===== src/rtl/tiew_pkg.sv =====
`timescale 1ns / 1ps
`default_nettype none
package tiew_pkg;
  localparam int unsigned AddStations = 3;
  localparam int unsigned MulStations = 2;
  localparam int unsigned RegCount = 5;
  localparam int unsigned DataWidth = 32;

  localparam logic [2:0] MODE_ADD  = 3'd0;
  localparam logic [2:0] MODE_ADDI = 3'd1;
  localparam logic [2:0] MODE_SUB  = 3'd2;
  localparam logic [2:0] MODE_MUL  = 3'd3;
  localparam logic [2:0] MODE_DIV  = 3'd4;

  localparam logic [1:0] OP_ADD = 2'd0;
  localparam logic [1:0] OP_SUB = 2'd1;
  localparam logic [1:0] OP_MUL = 2'd2;
  localparam logic [1:0] OP_DIV = 2'd3;

  typedef struct packed {
    logic       issue_valid;
    logic [2:0] mode;
    logic [2:0] dest_reg;
    logic [2:0] src1_reg;
    logic [2:0] src2_reg;
    logic signed [31:0] immediate;
  } req_t;

  typedef struct packed {
    logic       issued;
    logic       add_wb_valid;
    logic [1:0] add_wb_station;
    logic [2:0] add_wb_dest;
    logic signed [31:0] add_wb_value;
    logic       mul_wb_valid;
    logic       mul_wb_station;
    logic [2:0] mul_wb_dest;
    logic signed [31:0] mul_wb_value;
    logic       div_by_zero;
    logic       idle;
  } rsp_t;

  // controller to datapath
  typedef struct packed {
    logic load;      // take request, do writeback phase
    logic exec;      // run execute scan step for current station
    logic div_start;
    logic div_step;
    logic div_done;  // finish the division of the current station
    logic issue;     // issue phase and output capture
  } cmd_t;

  // datapath to controller
  typedef struct packed {
    logic need_div;  // current scan station is ready and is a divide
    logic scan_last;
    logic div_last;
  } sts_t;
endpackage
`default_nettype wire


===== src/rtl/tiew_if.sv =====
`timescale 1ns / 1ps
`default_nettype none
interface tiew_req_if;
  logic valid;
  logic ready;
  tiew_pkg::req_t data;
  modport source(output valid, output data, input ready);
  modport sink(input valid, input data, output ready);
endinterface

interface tiew_rsp_if;
  logic valid;
  logic ready;
  tiew_pkg::rsp_t data;
  modport source(output valid, output data, input ready);
  modport sink(input valid, input data, output ready);
endinterface
`default_nettype wire


===== src/rtl/tiew_ctrl.sv =====
`timescale 1ns / 1ps
`default_nettype none
module tiew_ctrl (
  input  wire                clk_i,
  input  wire                rst_ni,
  input  wire                in_valid_i,
  output logic               in_ready_o,
  output logic               out_valid_o,
  input  wire                out_ready_i,
  input  tiew_pkg::sts_t     sts_i,
  output tiew_pkg::cmd_t     cmd_o
);
  localparam logic [2:0] S_IDLE = 3'd0;
  localparam logic [2:0] S_SCAN = 3'd1;
  localparam logic [2:0] S_DIV  = 3'd2;
  localparam logic [2:0] S_ISS  = 3'd3;
  localparam logic [2:0] S_OUT  = 3'd4;

  logic [2:0] state_q, state_d;

  always_comb begin
    state_d = state_q;
    cmd_o = '0;
    in_ready_o = 1'b0;
    out_valid_o = 1'b0;
    case (state_q)
      S_IDLE: begin
        in_ready_o = 1'b1;
        if (in_valid_i) begin
          cmd_o.load = 1'b1;
          state_d = S_SCAN;
        end
      end
      S_SCAN: begin
        if (sts_i.need_div) begin
          cmd_o.div_start = 1'b1;
          state_d = S_DIV;
        end else begin
          cmd_o.exec = 1'b1;
          if (sts_i.scan_last) state_d = S_ISS;
        end
      end
      S_DIV: begin
        if (sts_i.div_last) begin
          cmd_o.div_done = 1'b1;
          state_d = sts_i.scan_last ? S_ISS : S_SCAN;
        end else begin
          cmd_o.div_step = 1'b1;
        end
      end
      S_ISS: begin
        cmd_o.issue = 1'b1;
        state_d = S_OUT;
      end
      S_OUT: begin
        out_valid_o = 1'b1;
        if (out_ready_i) state_d = S_IDLE;
      end
      default: state_d = S_IDLE;
    endcase
  end

  always_ff @(posedge clk_i or negedge rst_ni) begin
    if (!rst_ni) begin
      state_q <= S_IDLE;
    end else begin
      state_q <= state_d;
    end
  end
endmodule
`default_nettype wire


===== src/rtl/tiew_dp.sv =====
`timescale 1ns / 1ps
`default_nettype none
module tiew_dp #(
  parameter int unsigned AddStations = tiew_pkg::AddStations,
  parameter int unsigned MulStations = tiew_pkg::MulStations,
  parameter int unsigned RegCount = tiew_pkg::RegCount,
  parameter int unsigned DataWidth = tiew_pkg::DataWidth
) (
  input  wire             clk_i,
  input  wire             rst_ni,
  input  tiew_pkg::req_t  req_i,
  input  tiew_pkg::cmd_t  cmd_i,
  output tiew_pkg::sts_t  sts_o,
  output tiew_pkg::rsp_t  rsp_o
);
  localparam int unsigned NStat = AddStations + MulStations;
  localparam int unsigned TW = (NStat > 1) ? $clog2(NStat) : 1;
  localparam int unsigned RW = (RegCount > 1) ? $clog2(RegCount) : 1;
  localparam int unsigned CW = $clog2(NStat + 1);
  localparam int unsigned AW = $clog2(AddStations + 1);
  localparam int unsigned MW = $clog2(MulStations + 1);
  localparam int unsigned DCW = $clog2(DataWidth + 1);

  typedef struct packed {
    logic [TW-1:0]        st;
    logic [2:0]           dest;
    logic [DataWidth-1:0] value;
    logic                 dz;
  } entry_t;

  logic [DataWidth-1:0] regs_q [RegCount];
  logic                 ren_v_q [RegCount];
  logic [TW-1:0]        ren_t_q [RegCount];
  logic                 busy_q [NStat];
  logic                 done_q [NStat];
  logic [1:0]           op_q [NStat];
  logic [2:0]           sdest_q [NStat];
  logic                 w1_q [NStat], w2_q [NStat];
  logic [TW-1:0]        t1_q [NStat], t2_q [NStat];
  logic [DataWidth-1:0] v1_q [NStat], v2_q [NStat];
  entry_t               abuf_q [AddStations];
  entry_t               mbuf_q [MulStations];
  logic [AW-1:0]        acnt_q;
  logic [MW-1:0]        mcnt_q;
  tiew_pkg::req_t       req_q;
  tiew_pkg::rsp_t       rsp_q;
  logic [CW-1:0]        scan_q;
  logic [TW-1:0]        si;

  // divider
  logic [DataWidth-1:0] dq_q, dr_q, dd_q;
  logic [DCW-1:0]       dcnt_q;
  logic                 dneg_q;

  assign si = scan_q[TW-1:0];
  assign sts_o.scan_last = (scan_q == CW'(NStat - 1));
  assign sts_o.need_div = busy_q[si] && !done_q[si] && !w1_q[si] && !w2_q[si]
                          && op_q[si] == tiew_pkg::OP_DIV;
  assign sts_o.div_last = (dcnt_q == '0);
  assign rsp_o = rsp_q;

  function automatic logic [DataWidth-1:0] absv(input logic [DataWidth-1:0] v);
    absv = v[DataWidth-1] ? (~v + 1'b1) : v;
  endfunction

  logic [DataWidth:0]   rem_sh;
  logic [DataWidth:0]   rem_sub;
  always_comb begin
    rem_sh = {dr_q, dq_q[DataWidth-1]};
    rem_sub = rem_sh - {1'b0, dd_q};
  end

  // writeback of one entry per unit, execute, divide and issue on a snapshot of stations
  always_ff @(posedge clk_i or negedge rst_ni) begin
    entry_t ae, me, e;
    logic av, mv, ready, dz, anyb;
    logic [DataWidth-1:0] res, a, b, q;
    logic [2:0] m;
    logic isadd, ismul, found;
    logic [TW-1:0] fs;
    tiew_pkg::rsp_t nr;
    if (!rst_ni) begin
      for (int r = 0; r < RegCount; r++) begin
        regs_q[r] <= DataWidth'(2 * r);
        ren_v_q[r] <= 1'b0;
        ren_t_q[r] <= '0;
      end
      for (int i = 0; i < NStat; i++) begin
        busy_q[i] <= 1'b0;
        done_q[i] <= 1'b0;
        w1_q[i] <= 1'b0;
        w2_q[i] <= 1'b0;
      end
      acnt_q <= '0;
      mcnt_q <= '0;
      scan_q <= '0;
      dcnt_q <= '0;
    end else begin
      if (cmd_i.load) begin
        req_q <= req_i;
        scan_q <= '0;
        av = acnt_q != '0;
        mv = mcnt_q != '0;
        ae = abuf_q[0];
        me = mbuf_q[0];
        nr = '0;
        if (av) begin
          for (int k = 0; k < AddStations - 1; k++) abuf_q[k] <= abuf_q[k+1];
          acnt_q <= acnt_q - 1'b1;
          nr.add_wb_valid = 1'b1;
          nr.add_wb_station = 2'(ae.st);
          nr.add_wb_dest = ae.dest;
          nr.add_wb_value = 32'(signed'(ae.value));
        end
        if (mv) begin
          for (int k = 0; k < MulStations - 1; k++) mbuf_q[k] <= mbuf_q[k+1];
          mcnt_q <= mcnt_q - 1'b1;
          nr.mul_wb_valid = 1'b1;
          nr.mul_wb_station = 1'(me.st - TW'(AddStations));
          nr.mul_wb_dest = me.dest;
          nr.mul_wb_value = 32'(signed'(me.value));
          nr.div_by_zero = me.dz;
        end
        rsp_q <= nr;
        for (int i = 0; i < NStat; i++) begin
          if ((av && TW'(i) == ae.st) || (mv && TW'(i) == me.st)) begin
            // writing station is freed
            busy_q[i] <= 1'b0;
            done_q[i] <= 1'b0;
            w1_q[i] <= 1'b0;
            w2_q[i] <= 1'b0;
          end else if (busy_q[i]) begin
            if ((av && w1_q[i] && t1_q[i] == ae.st) || (mv && w1_q[i] && t1_q[i] == me.st)) begin
              w1_q[i] <= 1'b0;
              v1_q[i] <= (mv && t1_q[i] == me.st) ? me.value : ae.value;
            end
            if ((av && w2_q[i] && t2_q[i] == ae.st) || (mv && w2_q[i] && t2_q[i] == me.st)) begin
              w2_q[i] <= 1'b0;
              v2_q[i] <= (mv && t2_q[i] == me.st) ? me.value : ae.value;
            end
          end
        end
        for (int r = 0; r < RegCount; r++) begin
          if (mv && me.dest == 3'(r) && ren_v_q[r] && ren_t_q[r] == me.st) begin
            regs_q[r] <= me.value;
            ren_v_q[r] <= 1'b0;
          end else if (av && ae.dest == 3'(r) && ren_v_q[r] && ren_t_q[r] == ae.st) begin
            regs_q[r] <= ae.value;
            ren_v_q[r] <= 1'b0;
          end
        end
      end

      if (cmd_i.div_start) begin
        a = v1_q[si];
        b = v2_q[si];
        dq_q <= absv(a);
        dd_q <= absv(b);
        dr_q <= '0;
        dneg_q <= a[DataWidth-1] ^ b[DataWidth-1];
        dcnt_q <= DCW'(DataWidth);
      end
      if (cmd_i.div_step) begin
        dcnt_q <= dcnt_q - 1'b1;
        if (!rem_sub[DataWidth]) begin
          dr_q <= rem_sub[DataWidth-1:0];
          dq_q <= {dq_q[DataWidth-2:0], 1'b1};
        end else begin
          dr_q <= rem_sh[DataWidth-1:0];
          dq_q <= {dq_q[DataWidth-2:0], 1'b0};
        end
      end

      if (cmd_i.exec || cmd_i.div_done) begin
        if (!sts_o.scan_last) scan_q <= scan_q + 1'b1;
        ready = busy_q[si] && !done_q[si] && !w1_q[si] && !w2_q[si];
        a = v1_q[si];
        b = v2_q[si];
        dz = 1'b0;
        case (op_q[si])
          tiew_pkg::OP_ADD: res = a + b;
          tiew_pkg::OP_SUB: res = a - b;
          tiew_pkg::OP_MUL: res = DataWidth'(a * b);
          default: begin
            dz = (dd_q == '0);
            q = dneg_q ? (~dq_q + 1'b1) : dq_q;
            res = dz ? '0 : q;
          end
        endcase
        e.st = si;
        e.dest = sdest_q[si];
        e.value = res;
        e.dz = dz;
        if (ready) begin
          done_q[si] <= 1'b1;
          if (32'(si) < AddStations) begin
            if (32'(acnt_q) < AddStations) begin
              abuf_q[acnt_q[$clog2(AddStations > 1 ? AddStations : 2)-1:0]] <= e;
              acnt_q <= acnt_q + 1'b1;
            end
          end else if (32'(mcnt_q) < MulStations) begin
            mbuf_q[mcnt_q[$clog2(MulStations > 1 ? MulStations : 2)-1:0]] <= e;
            mcnt_q <= mcnt_q + 1'b1;
          end
        end
      end

      if (cmd_i.issue) begin
        m = req_q.mode;
        nr = rsp_q;
        nr.issued = 1'b0;
        found = 1'b0;
        fs = '0;
        anyb = 1'b0;
        for (int i = 0; i < NStat; i++) anyb = anyb | busy_q[i];
        if (req_q.issue_valid) begin
          if (m > tiew_pkg::MODE_DIV) begin
            nr.issued = 1'b1;
          end else begin
            ismul = (m == tiew_pkg::MODE_MUL) || (m == tiew_pkg::MODE_DIV);
            for (int i = NStat - 1; i >= 0; i--) begin
              isadd = (i < AddStations);
              if (!busy_q[i] && (isadd != ismul)) begin
                found = 1'b1;
                fs = TW'(i);
              end
            end
            if (found) begin
              nr.issued = 1'b1;
              busy_q[fs] <= 1'b1;
              done_q[fs] <= 1'b0;
              sdest_q[fs] <= req_q.dest_reg;
              case (m)
                tiew_pkg::MODE_SUB: op_q[fs] <= tiew_pkg::OP_SUB;
                tiew_pkg::MODE_MUL: op_q[fs] <= tiew_pkg::OP_MUL;
                tiew_pkg::MODE_DIV: op_q[fs] <= tiew_pkg::OP_DIV;
                default: op_q[fs] <= tiew_pkg::OP_ADD;
              endcase
              if (32'(req_q.src1_reg) >= RegCount) begin
                w1_q[fs] <= 1'b0; t1_q[fs] <= '0; v1_q[fs] <= '0;
              end else if (ren_v_q[req_q.src1_reg[RW-1:0]]) begin
                w1_q[fs] <= 1'b1; t1_q[fs] <= ren_t_q[req_q.src1_reg[RW-1:0]];
                v1_q[fs] <= '0;
              end else begin
                w1_q[fs] <= 1'b0; t1_q[fs] <= '0;
                v1_q[fs] <= regs_q[req_q.src1_reg[RW-1:0]];
              end
              if (m == tiew_pkg::MODE_ADDI) begin
                w2_q[fs] <= 1'b0; t2_q[fs] <= '0;
                v2_q[fs] <= DataWidth'(64'(signed'(req_q.immediate)));
              end else if (32'(req_q.src2_reg) >= RegCount) begin
                w2_q[fs] <= 1'b0; t2_q[fs] <= '0; v2_q[fs] <= '0;
              end else if (ren_v_q[req_q.src2_reg[RW-1:0]]) begin
                w2_q[fs] <= 1'b1; t2_q[fs] <= ren_t_q[req_q.src2_reg[RW-1:0]];
                v2_q[fs] <= '0;
              end else begin
                w2_q[fs] <= 1'b0; t2_q[fs] <= '0;
                v2_q[fs] <= regs_q[req_q.src2_reg[RW-1:0]];
              end
              if (32'(req_q.dest_reg) < RegCount) begin
                ren_v_q[req_q.dest_reg[RW-1:0]] <= 1'b1;
                ren_t_q[req_q.dest_reg[RW-1:0]] <= fs;
              end
            end
          end
        end
        // idle reflects the state after this issue
        nr.idle = !(anyb || found) && acnt_q == '0 && mcnt_q == '0;
        rsp_q <= nr;
      end
    end
  end
endmodule
`default_nettype wire


===== src/rtl/tomasulo_issue_execute_writeback.sv =====
`timescale 1ns / 1ps
`default_nettype none
// Tomasulo issue / execute / writeback core, one request per machine cycle.
// Channels: req (sink) carries one optional instruction; rsp (source) carries
// the issue status and both units' writebacks of that cycle.
// Flow per request: a writeback step, then an execute scan over every station,
// with each station that runs a divide going through the shared radix-2
// divider, then an issue step, then the response is held.
// A new request is taken only after the response to the previous one has
// been delivered, in the cycle after that handshake.
// Reset loads register i with 2*i, clears renames, stations and buffers.
// A stalled receiver holds the response and the core waits.
module tomasulo_issue_execute_writeback #(
  parameter int unsigned AddStations = tiew_pkg::AddStations,
  parameter int unsigned MulStations = tiew_pkg::MulStations,
  parameter int unsigned RegCount = tiew_pkg::RegCount,
  parameter int unsigned DataWidth = tiew_pkg::DataWidth
) (
  input  wire clk_i,
  input  wire rst_ni,
  tiew_req_if.sink   req,
  tiew_rsp_if.source rsp
);
  tiew_pkg::cmd_t cmd;
  tiew_pkg::sts_t sts;
  tiew_pkg::rsp_t dp_rsp;

  tiew_ctrl u_ctrl (
    .clk_i, .rst_ni,
    .in_valid_i(req.valid), .in_ready_o(req.ready),
    .out_valid_o(rsp.valid), .out_ready_i(rsp.ready),
    .sts_i(sts), .cmd_o(cmd)
  );

  tiew_dp #(
    .AddStations(AddStations), .MulStations(MulStations),
    .RegCount(RegCount), .DataWidth(DataWidth)
  ) u_dp (
    .clk_i, .rst_ni, .req_i(req.data), .cmd_i(cmd), .sts_o(sts), .rsp_o(dp_rsp)
  );

  assign rsp.data = dp_rsp;
endmodule
`default_nettype wire

===== src/flat_wrapper.sv =====
// flat-port wrapper written by rule: the top's interface ports become plain ports
module tomasulo_issue_execute_writeback_flat 
#(
  parameter int unsigned AddStations = tiew_pkg::AddStations,
  parameter int unsigned MulStations = tiew_pkg::MulStations,
  parameter int unsigned RegCount = tiew_pkg::RegCount,
  parameter int unsigned DataWidth = tiew_pkg::DataWidth
)
  (clk_i, rst_ni, req_valid, req_data, req_ready, rsp_valid, rsp_data, rsp_ready);
  tiew_req_if req_i ();
  tiew_rsp_if rsp_i ();
  input  wire clk_i;
  input  wire rst_ni;
  input wire logic [$bits(req_i.valid)-1:0] req_valid;
  input wire logic [$bits(req_i.data)-1:0] req_data;
  output wire logic [$bits(req_i.ready)-1:0] req_ready;
  output wire logic [$bits(rsp_i.valid)-1:0] rsp_valid;
  output wire logic [$bits(rsp_i.data)-1:0] rsp_data;
  input wire logic [$bits(rsp_i.ready)-1:0] rsp_ready;
  assign req_i.valid = req_valid;
  assign req_i.data = req_data;
  assign req_ready = req_i.ready;
  assign rsp_valid = rsp_i.valid;
  assign rsp_data = rsp_i.data;
  assign rsp_i.ready = rsp_ready;
  tomasulo_issue_execute_writeback #(.AddStations(AddStations), .MulStations(MulStations), .RegCount(RegCount), .DataWidth(DataWidth)) u_core (.clk_i(clk_i), .rst_ni(rst_ni), .req(req_i), .rsp(rsp_i));
endmodule

===== config.mk =====
export PLATFORM = sky130hd
export DESIGN_NAME = tomasulo_issue_execute_writeback_flat
export DESIGN_NICKNAME = d
export VERILOG_FILES = /design/src/rtl/tiew_pkg.sv /design/src/rtl/tiew_if.sv /design/src/rtl/tiew_ctrl.sv /design/src/rtl/tiew_dp.sv /design/src/rtl/tomasulo_issue_execute_writeback.sv /design/src/flat_wrapper.sv
export SDC_FILE = /design/constraint.sdc
export NUM_CORES = 2
export LEC_CHECK = 0
export ABC_CLOCK_PERIOD_IN_PS = 23800
export BUFFER_PORTS_ARGS = -buffer_cell sky130_fd_sc_hd__buf_2
export CORE_ASPECT_RATIO = 1.75
export CORE_MARGIN = 4
export CORE_UTILIZATION = 38
export CTS_BUF_LIST = sky130_fd_sc_hd__clkbuf_4 sky130_fd_sc_hd__clkbuf_8 sky130_fd_sc_hd__clkbuf_16
export CTS_CLUSTER_SIZE = 25
export DETAILED_ROUTE_END_ITERATION = 8
export HOLD_SLACK_MARGIN = 0.06
export SYNTH_ARGS = -nofsm -noshare
export SYNTH_HDL_FRONTEND = slang
export SYNTH_HIERARCHICAL = 1
export SYNTH_SLANG_ARGS = --single-unit
export TNS_END_PERCENT = 5

===== constraint.sdc =====
create_clock -name clk_i -period 23.8 [get_ports clk_i]
set_clock_uncertainty 0.1 [all_clocks]
set_input_delay 7.14 -clock clk_i [delete_from_list [all_inputs] [get_ports clk_i]]
set_output_delay 7.14 -clock clk_i [all_outputs]
set_load 0.02 [all_outputs]

# Yosys cells after proc, flatten, opt, wreduce, memory -nomap -nowiden
# Memories as Yosys holds them, arrays and structs flattened.
# Index checks and enable logic that the tools add are counted.
[word_totals]
register_bits = 436
mem_bits_rw = 570
inputBits = 49
output_inout_bits = 80
mem_count = 8
[classes]
add_sub_neg = 13
n_mul = 1
magnitude_cmp = 15
eq_ne = 62
n_mux = 385
bitwise = 38
n_reduce_logical = 194
[mem_list]
columns = ["memory", "depth", "word_bits", "read_ports", "rd_clocked_by_memory_dff", "wr", "line", "text"]
rows = [
  ["u_core.u_dp.v1_q", 5, 32, 1, 0, 5, "tiew_dp.sv:40", "logic [DataWidth-1:0] v1_q [NStat], v2_q [NStat];"],
  ["u_core.u_dp.v2_q", 5, 32, 1, 0, 5, "tiew_dp.sv:40", ""],
  ["u_core.u_dp.abuf_q", 3, 39, 3, 0, 2, "tiew_dp.sv:41", "entry_t abuf_q [AddStations];"],
  ["u_core.u_dp.mbuf_q", 2, 39, 2, 0, 1, "tiew_dp.sv:42", "entry_t mbuf_q [MulStations];"],
  ["u_core.u_dp.sdest_q", 5, 3, 1, 0, 1, "tiew_dp.sv:37", "logic [2:0] sdest_q [NStat];"],
  ["u_core.u_dp.t1_q", 5, 3, 5, 0, 1, "tiew_dp.sv:39", "logic [TW-1:0] t1_q [NStat], t2_q [NStat];"],
  ["+2 memories", "--", "--", "--", "--", "--", "--", ""],
]
[op_table]
columns = ["op", "n"]
rows = [
  ["32-bit 2-to-1 mux", 40],
  ["1-bit 2-to-1 mux", 239],
  ["32-bit binary-select mux with 3-bit select", 2],
  ["5-bit 2-to-1 mux", 33],
  ["78-bit 2-to-1 mux", 2],
  ["1-bit logical AND", 130],
  ["32-bit by 1-bit adder with 32-bit output, second input constant", 3],
  ["32-bit inverter", 3],
  ["32-bit one-hot mux with 3 select lines", 1],
  ["3-bit == test", 30],
  ["3-bit 2-to-1 mux", 28],
  ["39-bit 2-to-1 mux", 2],
  ["39-bit OR reduction", 2],
  ["38-bit 2-to-1 mux", 2],
  ["32-bit OR reduction", 2],
  ["2-bit 2-to-1 mux", 19],
  ["33-bit by 32-bit subtractor with 33-bit output", 1],
  ["32-bit adder", 1],
  ["32-bit logical NOT", 1],
  ["32-bit by 32-bit multiplier with 32-bit output", 1],
  ["32-bit subtractor", 1],
  ["31-bit 2-to-1 mux", 1],
  ["5-bit OR", 5],
  ["3-bit by 2-bit == test with 1-bit output, second input constant", 8],
  ["other kinds (46)", 151],
]

# Depth between registers and ports, before layout
[depth]
word_depth = 25
depth_mapped = 35

# Cells and area by module
# The synthesis kept the hierarchy.
[by_module_without_submodules]
columns = ["mod", "n_inst", "cells_per_inst", "area_per_inst_um2", "seq_area_each_um2"]
rows = [
  ["tiew_dp", 1, 7055, 78743.0, 34734.6],
  ["tiew_ctrl", 1, 28, 256.5, 75.1],
]

# Worst setup path before layout
# OpenSTA, ideal clock, no wires.
[synth_timing]
path_type = "input -> register"
from = "input port rst_ni"
to = "memory u_core/u_dp/abuf_q[2][10] (netlist name), enable pin"
t_arrival_ps = 11379
slack_ps = 11779
path_stages = 2
n_path_buf = 0
path_cell_list = "clkinv_1 -> nor4b_1"
[synth_rtl]
columns = ["element", "line", "text"]
rows = [
  ["from (decl)", "flat_wrapper.sv:13", "input wire rst_ni;"],
  ["to (decl)", "tiew_dp.sv:41", ""],
]

# Final worst setup path
[layout_timing]
from = "register u_core.u_dp.scan_q[1]"
to = "memory u_core/u_dp/mbuf_q[0][30] (netlist name), data pin"
[layout_via]
elab_chain_len = 17
[layout_lines]
columns = ["element", "line", "text"]
rows = [
  ["from (decl)", "tiew_dp.sv:47", "logic [CW-1:0] scan_q;"],
  ["from (signal assigned)", "tiew_dp.sv:175", "if (!sts_o.scan_last) scan_q <= scan_q + 1'b1;"],
  ["parallel branches: the longest is 16 deep, another holds memory read 5 x 32 bit", "--", ""],
  ["39-bit 2-to-1 mux (no line) (*)", "--", ""],
  ["to (decl)", "tiew_dp.sv:42", ""],
]
# Mark *: on every way between the ends. The select of a mux whose other input is x is not followed.

==> qor.yml <==
seq_area_um2: 34800
clk_pin_slew_ns: 0.07
cts_buffer_depth: 3
arrival_ns: 11.86
final_cell_count_no_fill: 9954
drt_iter0_markers: 4335
multi_input_comb_area_um2: 41200
fillers: 19600
ant_nets: 0
period_needed_ns: 11.38
clk_latency_ns: 0.72
avgViaCountPerCell: 5.72
grt_max_degree: 73
cts_buffers: 105
cp-end-kind: "flip-flop"
setup_viol: 0
die_w_um: 353
dieArea_um2: 216000
htree_levels: 3
std_cell_rows: 221
status: "finished clean"
post-route-period-util_pct: 47.8
tns_ns: 0
max_slew_margin_pct: 10.3
synth-seq-cells: 1195
cp_max_fo: 50
crit_type: "flip-flop to flip-flop"
finalNetCount: 7836
globalplace.congestion: 0.963
synth_cells: 7083
required_ns: 24.28
core_region_area_um2: 207000
synth_cell_types: 99
finalHoldViolCount: 0
cts_sinks: 1195
io-pin-count: 129
drc: 0
grt_pass1_wl_mm: 390
cts_hold_buffers: 0
synth_area_leaders: "edfxtp_1 37%, fa_1 10%, dfrtp_1 6.7%, mux4_2 5.6%, mux2i_1 5.4%"
grt_usage_pct: 24.2
yosysWarningCount: 6
hp-class: "flip-flop to flip-flop"
root_buffer: "clkbuf_16"
grt.overflow.total: 0
synth_top_area_share_pct: 37.2
worst_pin_slew_ns: 1.33
yosysSeqAreaShare_pct: 44.1
finalMaxSlewViolations: 0
syn_area_um2: 79000
post_cts_buffers: 0
cts_tree: "done"
drt-total-wl_mm: 266
hpwl_mm: 186
syn_area_per_cell_um2: 11.2
max_freq_ghz: 0.0879
syn_to_final_growth_pct: 10.1
utilization_pct: 42.1
antenna_found_initial: 6
synth_area_leader_cell: "edfxtp_1"
synth_edf_count: 979
grt_pass1_vias: 59700
post_cts_resized: 0
drive_gt1_share_pct: 14.0
async_reset_ff_share_pct: 18.1
via_count: 57000
die_y_um: 611
firstDrtPassIters: 5
floorplan.initialDensity_pct: 38.2
cap_violations: 0
synth-main-ff-cell: "edfxtp_1"
place_inst: 9752
critPathLaunchType: "flip-flop"
wl_per_cell_um: 26.7
port_buffers: 128
rsz0062_at_grt: "no"
==> routing by layer <==
metal,track usage [%],vias up,share of wire (%)
met4,16.6,0,8.2
met3,2.92,863,5.5
met1,25.8,29000,34
met2,44.6,2368,52
met5,0,-,0
li1,-,24700,-
==> final timing paths <==
| check | start | endpoint | slack, ns | cells past startpoint |
|---|---|---|---|---|
| setup / recovery | u_core/u_dp/scan_q[1] | u_core/u_dp/mbuf_q[0][30] | 12.42 | 25 |
| hold / removal | u_core/u_dp/regs_q[97] | u_core/u_dp/regs_q[97] | 0.39 | 2 |
| setup reg to reg | u_core/u_dp/scan_q[1] | u_core/u_dp/mbuf_q[0][30] | 12.42 | 25 |
| hold reg to reg | u_core/u_dp/regs_q[97] | u_core/u_dp/regs_q[97] | 0.39 | 2 |
| max in group asynchronous | rst_ni | u_core/u_dp/regs_q[146] | 14.43 | 4 |
| min in group asynchronous | rst_ni | u_core/u_ctrl/state_q[2] | 6.20 | 1 |
==> cell type report <==
cell class | instances | area share, %
Multi-Input combinational cell | 5051 | 47.4
Sequential cell | 1195 | 40.0
Tap cell | 2676 | 3.85
Clock buffer | 141 | 3.46
Inverter | 546 | 2.36
Timing Repair Buffer | 284 | 2.09
Clock inverter | 57 | 0.780
Antenna cell | 4 | 0.0115
==> cells by family (layout without fill, tap and decap cells) <==
group | Yosys count | after routing | synth area share, %
adder cells (fa/ha/maj) | 604 | 604 | 13.5
multiplexers | 805 | 805 | 13.8
AO/OA/AOI/OAI | 1168 | 1168 | 8.71
AND/OR/NAND/NOR | 1942 | 1942 | 11.0
XOR/XNOR | 340 | 340 | 3.80
buffers and inverters | 1028 | 1028 | 5.20
other | 1 | 196 | 0.00475
flip-flops | 1195 | 1195 | 44.1
==> worst max-delay path, cell delays in order, from the launching register on <==
cell,delay (ns)
dfrtp_4,0.94
buf_4,0.61
buf_4,0.80
mux4_2,0.43
nand2_1,0.09
and2_1,0.64
inv_1,0.51
nand2_1,0.19
fa_1,0.48
fa_1,0.55
fa_1,0.58
fa_1,0.45
fa_1,0.55
inv_1,0.06
fa_1,0.47
fa_1,0.58
fa_1,0.44
ha_1,0.41
and3_1,0.23
a21oi_1,0.11
and3_1,0.20
a21bo_2,0.26
xnor2_1,0.63
a22oi_1,0.27
o21ai_0,0.28
mux2_2,0.26
==> registers in the layout (all words and copies together) (netlist names), 10 cells and up <==
name,flops
u_core/u_dp/v1_q,256
u_core/u_dp/v2_q,256
u_core/u_dp/regs_q,160
u_core/u_dp/abuf_q,114
u_core/u_dp/mbuf_q,78
u_core/u_dp/rsp_o,78
u_core/u_dp/req_q,45
u_core/u_dp/dd_q,32
u_core/u_dp/dq_q,32
u_core/u_dp/dr_q,32
u_core/u_dp/ren_t_q,15
u_core/u_dp/sdest_q,15
u_core/u_dp/t1_q,15
u_core/u_dp/t2_q,15
u_core/u_dp/op_q,10
==> placed cells by master (no fill, tap or decap), types with 23 or more instances in the layout <==
master,synthesis,layout
nand2_1,789,781
inv_1,529,525
buf_2,26,127
edfxtp_1,979,979
dfrtp_1,211,208
nor2_1,584,579
xnor2_1,181,181
nand3_1,85,80
and3_1,24,23
buf_4,12,156
a211oi_1,108,108
and2_1,98,97
xor2_1,157,156
a21o_1,52,52
or2_2,60,60
nor2b_1,114,114
mux2_2,160,160
conb_1,1,192
clkbuf_16,0,108
a21oi_1,250,249
fa_1,410,410
a22oi_1,44,44
mux4_2,198,198
nor4_1,53,40
nor3_1,39,38
clkbuf_4,0,23
o21ai_0,533,525
mux2i_1,423,407
ha_1,194,194
o21a_1,26,26
==> metrics by stage <==
stage | hold slack, ns | cell area (um^2) | worst slack, ns
2_1_floorplan | 0.358 | 79700 | 11.78
3_3_place_gp | 0.371 | 83300 | 12.65
3_5_place_dp | 0.382 | 83300 | 12.55
4_1_cts | 0.392 | 87000 | 12.50
5_1_grt | 0.415 | 87000 | 12.02
6_report | 0.393 | 87000 | 12.42
==> synthesized netlist by cell type (108+ instances only) <==
cell type  instances
o21ai_0          533
dfrtp_1          211
a21oi_1          250
xor2_1           157
nor2b_1          114
a211oi_1         108
clkbuf_1         401
mux2_2           160
fa_1             410
ha_1             194
nand2_1          789
inv_1            529
mux2i_1          423
xnor2_1          181
nor2_1           584
mux4_2           198
edfxtp_1         979
Power is left out: the tool's default activity adds up to more than one toggle a clock period on the data nets, which glitch-free logic cannot reach.
